### config.mk
export PLATFORM = sky130hd
export DESIGN_NAME = zbh_keygen
export DESIGN_NICKNAME = d
export VERILOG_FILES = /design/src/rtl/zbh_pkg.sv /design/src/rtl/zbh_keygen.sv
export VERILOG_INCLUDE_DIRS = /design/src /design/src/rtl
export SDC_FILE = /design/constraint.sdc
export NUM_CORES = 1
export LEC_CHECK = 0
export ABC_AREA = 1
export BUFFER_PORTS_ARGS = -buffer_cell sky130_fd_sc_hd__buf_2
export CORE_MARGIN = 1.5
export CORE_UTILIZATION = 56
export DETAILED_ROUTE_END_ITERATION = 7
export PLACE_DENSITY = 0.9
export RECOVER_POWER = 25
export SLEW_MARGIN = 0
export SYNTH_ARGS = -nofsm -noshare
export SYNTH_HDL_FRONTEND = slang
export SYNTH_SLANG_ARGS = --single-unit
### constraint.sdc
create_clock -name aclk -period 3.5 [get_ports aclk]
set_clock_uncertainty 0.2 [all_clocks]
set_input_delay 1.05 -clock aclk [delete_from_list [all_inputs] [get_ports aclk]]
set_output_delay 1.05 -clock aclk [all_outputs]
set_load 0.02 [all_outputs]
### src/rtl/zobrist_board_hasher_defines.svh
// Assertion macros shared by the zobrist_board_hasher RTL.
// Depends on nothing; the asserting modules must have aclk and aresetn.
`ifndef ZOBRIST_BOARD_HASHER_DEFINES_SVH
`define ZOBRIST_BOARD_HASHER_DEFINES_SVH

`ifndef NO_ASSERTIONS

// Same-cycle implication, checked on aclk outside reset.
`define ZBH_ASSERT_IMPL(label, ante, cons) \
    label: assert property (@(posedge aclk) disable iff (!aresetn) (ante) |-> (cons)) \
        else $error("zobrist_board_hasher assertion failed");

// Next-cycle implication, checked on aclk outside reset.
`define ZBH_ASSERT_NEXT(label, ante, cons) \
    label: assert property (@(posedge aclk) disable iff (!aresetn) (ante) |=> (cons)) \
        else $error("zobrist_board_hasher assertion failed");

`else

`define ZBH_ASSERT_IMPL(label, ante, cons)
`define ZBH_ASSERT_NEXT(label, ante, cons)

`endif

`endif

### src/rtl/zbh_pkg.sv
// Types, constants and the generator step function for the Zobrist hasher.
// Depends on nothing; used by zbh_keygen and zobrist_board_hasher.
package zbh_pkg;

    localparam int KEY_W      = 64;
    localparam int CHUNK_W    = 16;
    localparam int GEN_W      = 32;
    localparam int EP_KEYS    = 8;
    localparam int CASTLE_KEYS = 16;
    localparam int AUX_DEPTH  = EP_KEYS + CASTLE_KEYS;
    localparam int AUX_AW     = 5;

    localparam logic [GEN_W-1:0] SEED_RESET = 32'h1D2C3A4F;

    // Destination codes for a freshly generated key.
    localparam logic [1:0] SEL_PS   = 2'd0;
    localparam logic [1:0] SEL_AUX  = 2'd1;
    localparam logic [1:0] SEL_SIDE = 2'd2;

    typedef logic [KEY_W-1:0] key_t;

    // Status and write request from the key generator to the key store.
    typedef struct packed {
        logic       busy;
        logic       wr_en;
        logic [1:0] wr_sel;
    } fill_ctl_t;

    // One xorshift32 step with shifts 13, 17 and 5.
    function automatic logic [GEN_W-1:0] xorshift32(input logic [GEN_W-1:0] x);
        logic [GEN_W-1:0] y;
        y = x ^ (x << 13);
        y = y ^ (y >> 17);
        y = y ^ (y << 5);
        return y;
    endfunction

endpackage

### src/rtl/zbh_keygen.sv
// Key generator: runs xorshift32 and issues a 64-bit key write once four 16-bit chunks are assembled.
// Depends on zbh_pkg and zobrist_board_hasher_defines.svh.
`include "zobrist_board_hasher_defines.svh"

module zbh_keygen #(
    parameter int PS_COUNT = 768
) (
    input  logic                       aclk,
    input  logic                       aresetn,
    input  logic                       cfg_wr_en,
    input  logic [31:0]                cfg_wr_data,
    output zbh_pkg::fill_ctl_t         fill,
    output logic [((PS_COUNT > 1) ? $clog2(PS_COUNT) : 1)-1:0] wr_ps_addr,
    output logic [zbh_pkg::AUX_AW-1:0] wr_aux_addr,
    output zbh_pkg::key_t              wr_key
);
    import zbh_pkg::*;

    localparam int PS_AW     = (PS_COUNT > 1) ? $clog2(PS_COUNT) : 1;
    localparam int KEY_COUNT = PS_COUNT + AUX_DEPTH + 1;
    localparam int KC_W      = $clog2(KEY_COUNT);
    localparam logic [1:0] LAST_CHUNK = 2'd3;

    logic [GEN_W-1:0]         gen_reg;
    logic [GEN_W-1:0]         gen_next;
    logic [1:0]               chunk_reg;
    logic [KC_W-1:0]          key_cnt_reg;
    logic [KEY_W-CHUNK_W-1:0] acc_reg;
    logic                     busy_reg;
    logic                     wr_en_reg;
    logic [1:0]               wr_sel_reg;
    logic [1:0]               sel_next;
    logic [KC_W-1:0]          aux_off;

    assign gen_next = xorshift32(gen_reg);
    assign aux_off  = key_cnt_reg - KC_W'(PS_COUNT);

    // Pick the store that receives the key being finished.
    always_comb begin
        if (key_cnt_reg < KC_W'(PS_COUNT)) begin
            sel_next = SEL_PS;
        end else if (key_cnt_reg < KC_W'(PS_COUNT + AUX_DEPTH)) begin
            sel_next = SEL_AUX;
        end else begin
            sel_next = SEL_SIDE;
        end
    end

    // Generator, chunk assembly and fill sequencing.
    always_ff @(posedge aclk) begin
        if (!aresetn) begin
            gen_reg     <= SEED_RESET;
            chunk_reg   <= '0;
            key_cnt_reg <= '0;
            busy_reg    <= 1'b1;
            wr_en_reg   <= 1'b0;
        end else if (cfg_wr_en) begin
            gen_reg     <= cfg_wr_data;
            chunk_reg   <= '0;
            key_cnt_reg <= '0;
            busy_reg    <= 1'b1;
            wr_en_reg   <= 1'b0;
        end else begin
            wr_en_reg <= busy_reg && (chunk_reg == LAST_CHUNK);
            if (busy_reg) begin
                gen_reg   <= gen_next;
                chunk_reg <= chunk_reg + 2'd1;
                if (chunk_reg == LAST_CHUNK) begin
                    if (key_cnt_reg == KC_W'(KEY_COUNT - 1)) begin
                        busy_reg <= 1'b0;
                    end else begin
                        key_cnt_reg <= key_cnt_reg + KC_W'(1);
                    end
                end
            end
        end
    end

    // Key payload and write address; no reset needed.
    always_ff @(posedge aclk) begin
        if (busy_reg) begin
            unique case (chunk_reg)
                2'd0: acc_reg[15:0]  <= gen_next[CHUNK_W-1:0];
                2'd1: acc_reg[31:16] <= gen_next[CHUNK_W-1:0];
                2'd2: acc_reg[47:32] <= gen_next[CHUNK_W-1:0];
                default: begin
                    wr_key      <= {gen_next[CHUNK_W-1:0], acc_reg};
                    wr_sel_reg  <= sel_next;
                    wr_ps_addr  <= key_cnt_reg[PS_AW-1:0];
                    wr_aux_addr <= aux_off[AUX_AW-1:0];
                end
            endcase
        end
    end

    assign fill.busy   = busy_reg || wr_en_reg;
    assign fill.wr_en  = wr_en_reg;
    assign fill.wr_sel = wr_sel_reg;

    `ZBH_ASSERT_NEXT(a_cfg_restarts_fill, cfg_wr_en, busy_reg && key_cnt_reg == '0 && chunk_reg == '0)
    `ZBH_ASSERT_IMPL(a_count_in_range, busy_reg, key_cnt_reg < KC_W'(KEY_COUNT))
    `ZBH_ASSERT_IMPL(a_write_after_last_chunk, wr_en_reg, $past(chunk_reg) == LAST_CHUNK)

endmodule
# After elaboration in Yosys (flattened, before gate mapping)
# Cells that the tools add are included.
op_classes:
  n_addsub: 3
  order_cmp: 2
  n_reduce_logical: 11
  n_eq_ne: 4
  muxes: 6
  bitwise_logic: 6
op_table:
  columns: ["cell", "n"]
  rows:
  - ["two-way mux 32 bit", 2]
  - ["XOR 32 bit", 2]
  - ["XOR 32 x 15 -> 32 bit", 1]
  - ["less-than comparator 10 bit (second input constant)", 2]
  - ["adder 10 x 1 -> 10 bit (second input constant)", 1]
  - ["== test 10 bit (second input constant)", 1]
  - ["AND reduction 2 bit", 4]
  - ["subtractor 5 x 1 -> 5 bit (second input constant)", 1]
  - ["== test 2 bit (second input constant)", 2]
  - ["two-way mux 1 bit", 3]
  - ["inverter 1 bit", 3]
  - ["AND reduction 3 bit", 1]
  - ["OR reduction 3 bit", 1]
  - ["adder 2 x 1 -> 2 bit (second input constant)", 1]
  - ["== test 2 x 1 -> 1 bit (second input constant)", 1]
  - ["zero test 2 bit", 1]
  - ["two-way mux 2 bit", 1]
  - ["nonzero test 2 bit", 1]
  - ["OR reduction 2 bit", 1]
  - ["logical AND 1 bit", 1]
  - ["logical OR 1 bit", 1]
word_totals:
  ff_bits: 175
  output_inout_bits: 83
  elab_cells: 44
  input_bits: 35

# Logic depth before layout (Yosys ltp)
# Gate-level depths: netlist of the first run.
depth:
  ltp_word: 5
  mapped_depth: 9

# Least setup slack after synthesis of the first run
# Ideal clock, no wire load.
synth_timing:
  kind: "flip-flop to flip-flop"
  startpoint: "register chunk_reg[0]"
  endpoint: "register wr_key[0], enable pin"
  path_stages_with_launch: 4
  setup_ns: 0.430
  slack_ns: 0.823
  t_arrival_ns: 2.047
  cell_sequence: "dfxtp_1 ha_1 nand2_1 inv_1"
synth_between:
  elab_chain_len: 4
synth_rtl:
  columns: ["element", "line", "source"]
  rows:
  - ["start: declaration", "zbh_keygen.sv:26", "logic [1:0] chunk_reg;"]
  - ["start signal: assignment", "zbh_keygen.sv:67", "chunk_reg <= chunk_reg + 2'd1;"]
  - ["== test 2 bit (tied with other cells)", "zbh_keygen.sv:82", "unique case (chunk_reg)"]
  - ["OR reduction 3 bit (no source line) *", null, null]
  - ["inverter 1 bit (no source line) *", null, null]
  - ["AND reduction 2 bit (no source line) *", null, null]
  - ["end signal: assignment", "zbh_keygen.sv:87", "wr_key <= {gen_next[CHUNK_W-1:0], acc_reg};"]
  - ["end: declaration", "zbh_keygen.sv:15", "output zbh_pkg::key_t wr_key"]
# Every way passes the cells marked *; elsewhere a longest branch is shown, timed or not.
# A chain may end at the register's enable or synchronous reset.

==> impl_metrics.toml, run 1 <==
[floorplanning]
rows = 39
die_w_um = 113.0
io_pins = 118
dieArea_mm2 = 0.01277
core_area_mm2 = 0.01161
die_height_um = 113.0
start_util_pct = 58.35

[power_and_ir_drop]
p_per_area_mw_per_mm2 = 636.3
p_sw_share_pct = 27.42
combPwrFrac_pct = 13.6
power.share.clock_pct = 37.2
ir_drop_mv = 0.3030
p_sw_mw = 1.408
p_leak_nw = 3.354
total_power_mw = 5.136
p_int_mw = 3.728
pwr-share-seq_pct = 49.3

[cts]
htreeDepth = 4
cts_resized = 0
numCtsBuffers = 17
cts_sinks = 170
cts_hold_buf = 0
cts_root_buf = "clkbuf_16"
post-cts-setup-buffer-count = 0
cts_buffer_depth = 2
clk_latency_ps = 430
clkSlewWorstSetupHoldPaths_ps = 70
cts_tree = "done"

[global_routing]
grtUsageMet3_pct = 4.446
gr-usage-all-layers_pct = 23.43
grt_pass1_wl_mm = 22.80
antenna_found_initial = 0
grt-ovfl-total = 0
grt_max_degree = 64
grt_use_met1_pct = 31.65
grt_pass1_vias = 4445
met2_usage_pct = 37.94
grt.busiest_layer = "met2"

[critical_path]
start_kind = "flop"
cp.arrival_ps = 1320
path_class = "flop to primary output"
crit_path_start = "busy_reg"
r2r-start = "chunk_reg[0]"
worstSetupEndpointType = "primary output"
critPathMaxFanout = 10
required_ps = 2250

[finish]
final_nets = 758
area.growth.synth_to_final_pct = 19.11
final_cells = 873
largest_reg_flops = 64
drive_gt1_share_pct = 23.42
final_cell_area_mm2 = 0.008071
antenna_cells = 0

[sta]
relSlewSlack_pct = 45.76
period_share_pct = 73.34
hold_viol = 0
period_needed_ps = 2567
setup_viol = 0
rsz0062_at_grt = "false"
fin_setup_tns_ps = 0
worst_pin_slew_ps = 812.7
fmax_mhz = 389.6
drv_slew = 0

[drt]
drt-wirelength-per-cell_um = 16.93
dr.pass1.iters = 6
ant_nets = 0
wirelength_mm = 14.78
vias_per_cell = 5.620
drtIter0Drc = 574
vias = 4906
drc = 0

[synth]
async_flop_share_pct = 0
avgSynthCellArea_um2 = 11.33
synthTopCellsByArea = "edfxtp_1 (55%), dfxtp_1 (14%), nand2_1 (8.9%), inv_1 (3.0%), nand3_1 (3.0%)"
ys_warn_count = 0
synth_fp_nets = 639
synth_edf_count = 124
synthDistinctLibCells = 34
syn_area_mm2 = 0.006776
synth-seq-cells = 170
synth_top_area_share_pct = 54.95
synthCells = 598
yosys.area.top_type = "edfxtp_1"
yosysSeqAreaShare_pct = 68.54
ys.flop_type = "edfxtp_1"

[job]
cap_violations = 0

[status]
status = "finished clean"

[place]
placed_area_mm2 = 0.007473
dp_hpwl_mm = 10.04
port_buffers = 117
gp_congestion = 0.9147
dp_cells = 841

[hold_path]
worstHoldStart = "acc_reg[29]"
hold_path.class = "flop to flop"
[per-layer routing]
| metal | up-vias | routed length, µm |
|---|---|---|
| met2 | 273 | 7094 |
| met4 | 0 | 317 |
| li1 | 2282 | - |
| met1 | 2311 | 6193 |
| met3 | 40 | 1172 |
| met5 | - | 0 |
[cells by family (layout without fill, tap and decap cells)]
family	Yosys count	count (layout)	synth area share [%]
AO/OA/AOI/OAI	72	72	6.702
XOR/XNOR	23	23	3.194
adder cells (fa/ha/maj)	6	6	1.108
buffers and inverters	85	217	5.262
flip-flops	170	170	68.54
AND/OR/NAND/NOR	242	242	15.20
[critical path: stages (launching register included)]
cell,delay [ps]
dfxtp_1,410
or2_2,320
buf_2,160
[cell usage after synthesis, types with 2 or more instances]
cell,n
a22oi_1,15
buf_2,9
a221oi_1,12
edfxtp_1,124
xnor2_1,13
nor3_1,2
nand3_1,40
o21ai_0,7
inv_2,9
inv_1,54
ha_1,6
clkbuf_1,4
a21oi_1,28
buf_1,2
o21ai_1,5
nand2_2,5
nor2_1,16
nand4_1,3
and2_1,8
dfxtp_1,46
xor2_1,8
o211ai_1,3
nor2_2,2
nand2_1,161
buf_4,7
[power groups by stage]
stage                     Sequential (mW)  Combinational [mW]  Clock (mW)
final                                2.53               0.697        1.91
after global routing                 2.54               0.772        2.00
after CTS                            2.53               0.692        1.91
after detailed placement             2.57               0.680           0
after global placement               2.55               0.635           0
after floorplan                      2.54               0.484           0
[per-stage QoR]
stage	hold WS, ps	utilization [%]	worst slack (ps)
floorplan	200.3	-	822.6
global placement	201.6	64.35	932.4
detailed placement	204.5	64.35	824.3
CTS	219.8	69.56	923.4
global route	223.6	69.50	901.4
finish	220.4	69.50	932.9
[area by class of cell]
class                      count  area, µm²
multi-input combinational    343       1770
fill                         780       3542
sequential                   170       4644
clock inverter                15      180.2
timing repair buffer         122      635.6
inverter                      63      236.5
tap                          143      178.9
clock buffer                  17      425.4
[layout by cell type (no fill, tap or decap), types with 3 or more instances in the layout]
| cell | count |
|---|---|
| a21oi_1 | 28 |
| a221oi_1 | 12 |
| a22oi_1 | 15 |
| and2_1 | 8 |
| buf_2 | 117 |
| buf_4 | 4 |
| clkbuf_16 | 17 |
| clkinvlp_4 | 3 |
| dfxtp_1 | 46 |
| edfxtp_1 | 124 |
| ha_1 | 6 |
| inv_1 | 54 |
| inv_2 | 8 |
| inv_6 | 5 |
| inv_8 | 3 |
| nand2_1 | 164 |
| nand3_1 | 40 |
| nand4_1 | 3 |
| nor2_1 | 15 |
| nor2_2 | 3 |
| o211ai_1 | 3 |
| o21ai_0 | 7 |
| o21ai_1 | 5 |
| xnor2_1 | 13 |
| xor2_1 | 8 |
[final timing paths]
path	slack (ps)	endpoint	cells after the start
hold / removal	220	wr_key[29]	0
setup reg to reg	1460	wr_key[55]	4
hold reg to reg	220	wr_key[29]	0
setup / recovery	930	fill[3]	2
No activity file was read; power rests on OpenSTA's default activity.
==> run 2: changes to the inputs <==
--- a/config.mk
+++ b/config.mk
@@ -9,9 +9,9 @@
 export ABC_AREA = 1
 export BUFFER_PORTS_ARGS = -buffer_cell sky130_fd_sc_hd__buf_2
 export CORE_MARGIN = 1.5
-export CORE_UTILIZATION = 56
+export CORE_UTILIZATION = 50
 export DETAILED_ROUTE_END_ITERATION = 7
-export PLACE_DENSITY = 0.9
+export PLACE_DENSITY = 0.85
 export RECOVER_POWER = 25
 export SLEW_MARGIN = 0
 export SYNTH_ARGS = -nofsm -noshare
==> constraint.sdc (replaced) <==
create_clock -name aclk -period 2.3 [get_ports aclk]
set_clock_uncertainty 0.2 [all_clocks]
set_input_delay 0.69 -clock aclk [delete_from_list [all_inputs] [get_ports aclk]]
set_output_delay 0.69 -clock aclk [all_outputs]
set_load 0.02 [all_outputs]
==> impl_metrics.toml, run 2 (synthesis results as in run 1) <==
[finish]
area.growth.synth_to_final_pct = 20.64
final_cell_area_mm2 = 0.008175
antenna_cells = 0
final_cell_mix = "nand2_1 (162), edfxtp_1 (124), buf_2 (117)"
fillCellCount = 1025
largest_reg_flops = 64
final_common_cell = "nand2_1"
final_nets = 765
regArea_mm2 = 0.004644
drive_gt1_share_pct = 24.56
multi_input_area_mm2 = 0.001775

[floorplanning]
start_util_pct = 51.17
die_height_um = 119.4
core_area_mm2 = 0.01324
die_w_um = 119.4
dieArea_mm2 = 0.01426
rows = 42
io_pins = 118

[sta]
setup_viol = 0
period_needed_ps = 2211
worst_pin_slew_ps = 672.6
fmax_mhz = 452.2
drv_slew = 0
fin_setup_tns_ps = 0
hold_slack_ps = 218.8
hold_viol = 0
period_share_pct = 96.14
rsz0062_at_grt = "false"
relSlewSlack_pct = 55.16

[global_routing]
grt_max_degree = 48
antenna_found_initial = 0
grt_pass1_wl_mm = 22.07
grt-ovfl-total = 0
gr-usage-all-layers_pct = 20.32
grt_pass1_vias = 4388

[hold_path]
hold_path.class = "flop to flop"
hold_depth = 0

[critical_path]
slowest_stage = "dfxtp_1"
cp.arrival_ps = 1320
path_class = "flop to primary output"
critPathMaxFanout = 10
worstSetupEndpointType = "primary output"
r2r_cells = 4
required_ps = 1410
start_kind = "flop"
slowest_delay_ps = 420
path_cells = "or2_2 -> buf_2"

[cts]
post-cts-setup-buffer-count = 0
numCtsBuffers = 17
cts_resized = 0
clk_latency_ps = 420
cts_hold_buf = 0
cts_buffer_depth = 2
cts_root_buf = "clkbuf_16"
clkSlewWorstSetupHoldPaths_ps = 70
htreeDepth = 4
cts_tree = "done"
cts_sinks = 170

[job]
cap_violations = 0

[drt]
drc = 0
vias = 4700
dr.pass1.iters = 5
drt-wirelength-per-cell_um = 15.28
wirelength_mm = 13.96
vias_per_cell = 5.148
drtIter0Drc = 440
ant_nets = 0

[power_and_ir_drop]
p_per_area_mw_per_mm2 = 935.5
ir_drop_mv = 0.4879
p_leak_nw = 3.373
total_power_mw = 7.648

[place]
placed_area_mm2 = 0.007589
gp_congestion = 0.8667
port_buffers = 117
dp_hpwl_mm = 9.696

[status]
status = "finished clean"
run 2: changes by cell type in the layout (fill, tap and decap cells not counted), sizes merged:
cell,before,now
buf,122,128
clkbuf,17,18
inv,70,69
bufinv,2,0
clkinv,3,6
run 2: critical path: cells and delay by family (launching register included):
family	cells	cell delay (ps)
flip-flops	1	420
AND/OR/NAND/NOR	1	330
buffers and inverters	1	160
run 2: area by class of cell:
class	count	area share, %
Clock buffer	17	5.204
Clock inverter	15	2.127
Inverter	63	2.908
Multi-Input combinational cell	343	21.72
Sequential cell	170	56.81
Tap cell	176	2.694
Timing Repair Buffer	129	8.540
run 2: report_power, final:
group | internal, mW | switching (mW) | leakage (nW)
clock | 1.47 | 1.31 | 0.286
combinational | 0.340 | 0.693 | 1.58
sequential | 3.70 | 0.141 | 1.51
total | 5.50 | 2.15 | 3.37
run 2: routing by layer:
layer,wire length (µm),vias to the layer above,global-route usage [%]
li1,-,2291,-
met2,6926,196,33.63
met1,5871,2188,25.80
met4,332,0,8.929
met3,824,25,4.502
met5,0,-,0
run 2: per-stage QoR:
stage	setup slack, ps	util [%]	instances
3_5_place_dp	462.0	57.30	881
6_report	88.77	61.73	913
4_1_cts	69.25	61.83	913
5_1_grt	26.40	61.73	913
2_1_floorplan	3.796	-	598
3_3_place_gp	503.6	57.30	881
run 2: final timing paths:
check,start,to,slack [ps]
setup reg to reg,chunk_reg[0],wr_key[8],210
hold reg to reg,acc_reg[42],wr_key[42],220
hold / removal,acc_reg[42],wr_key[42],220
setup / recovery,busy_reg,fill[3],90
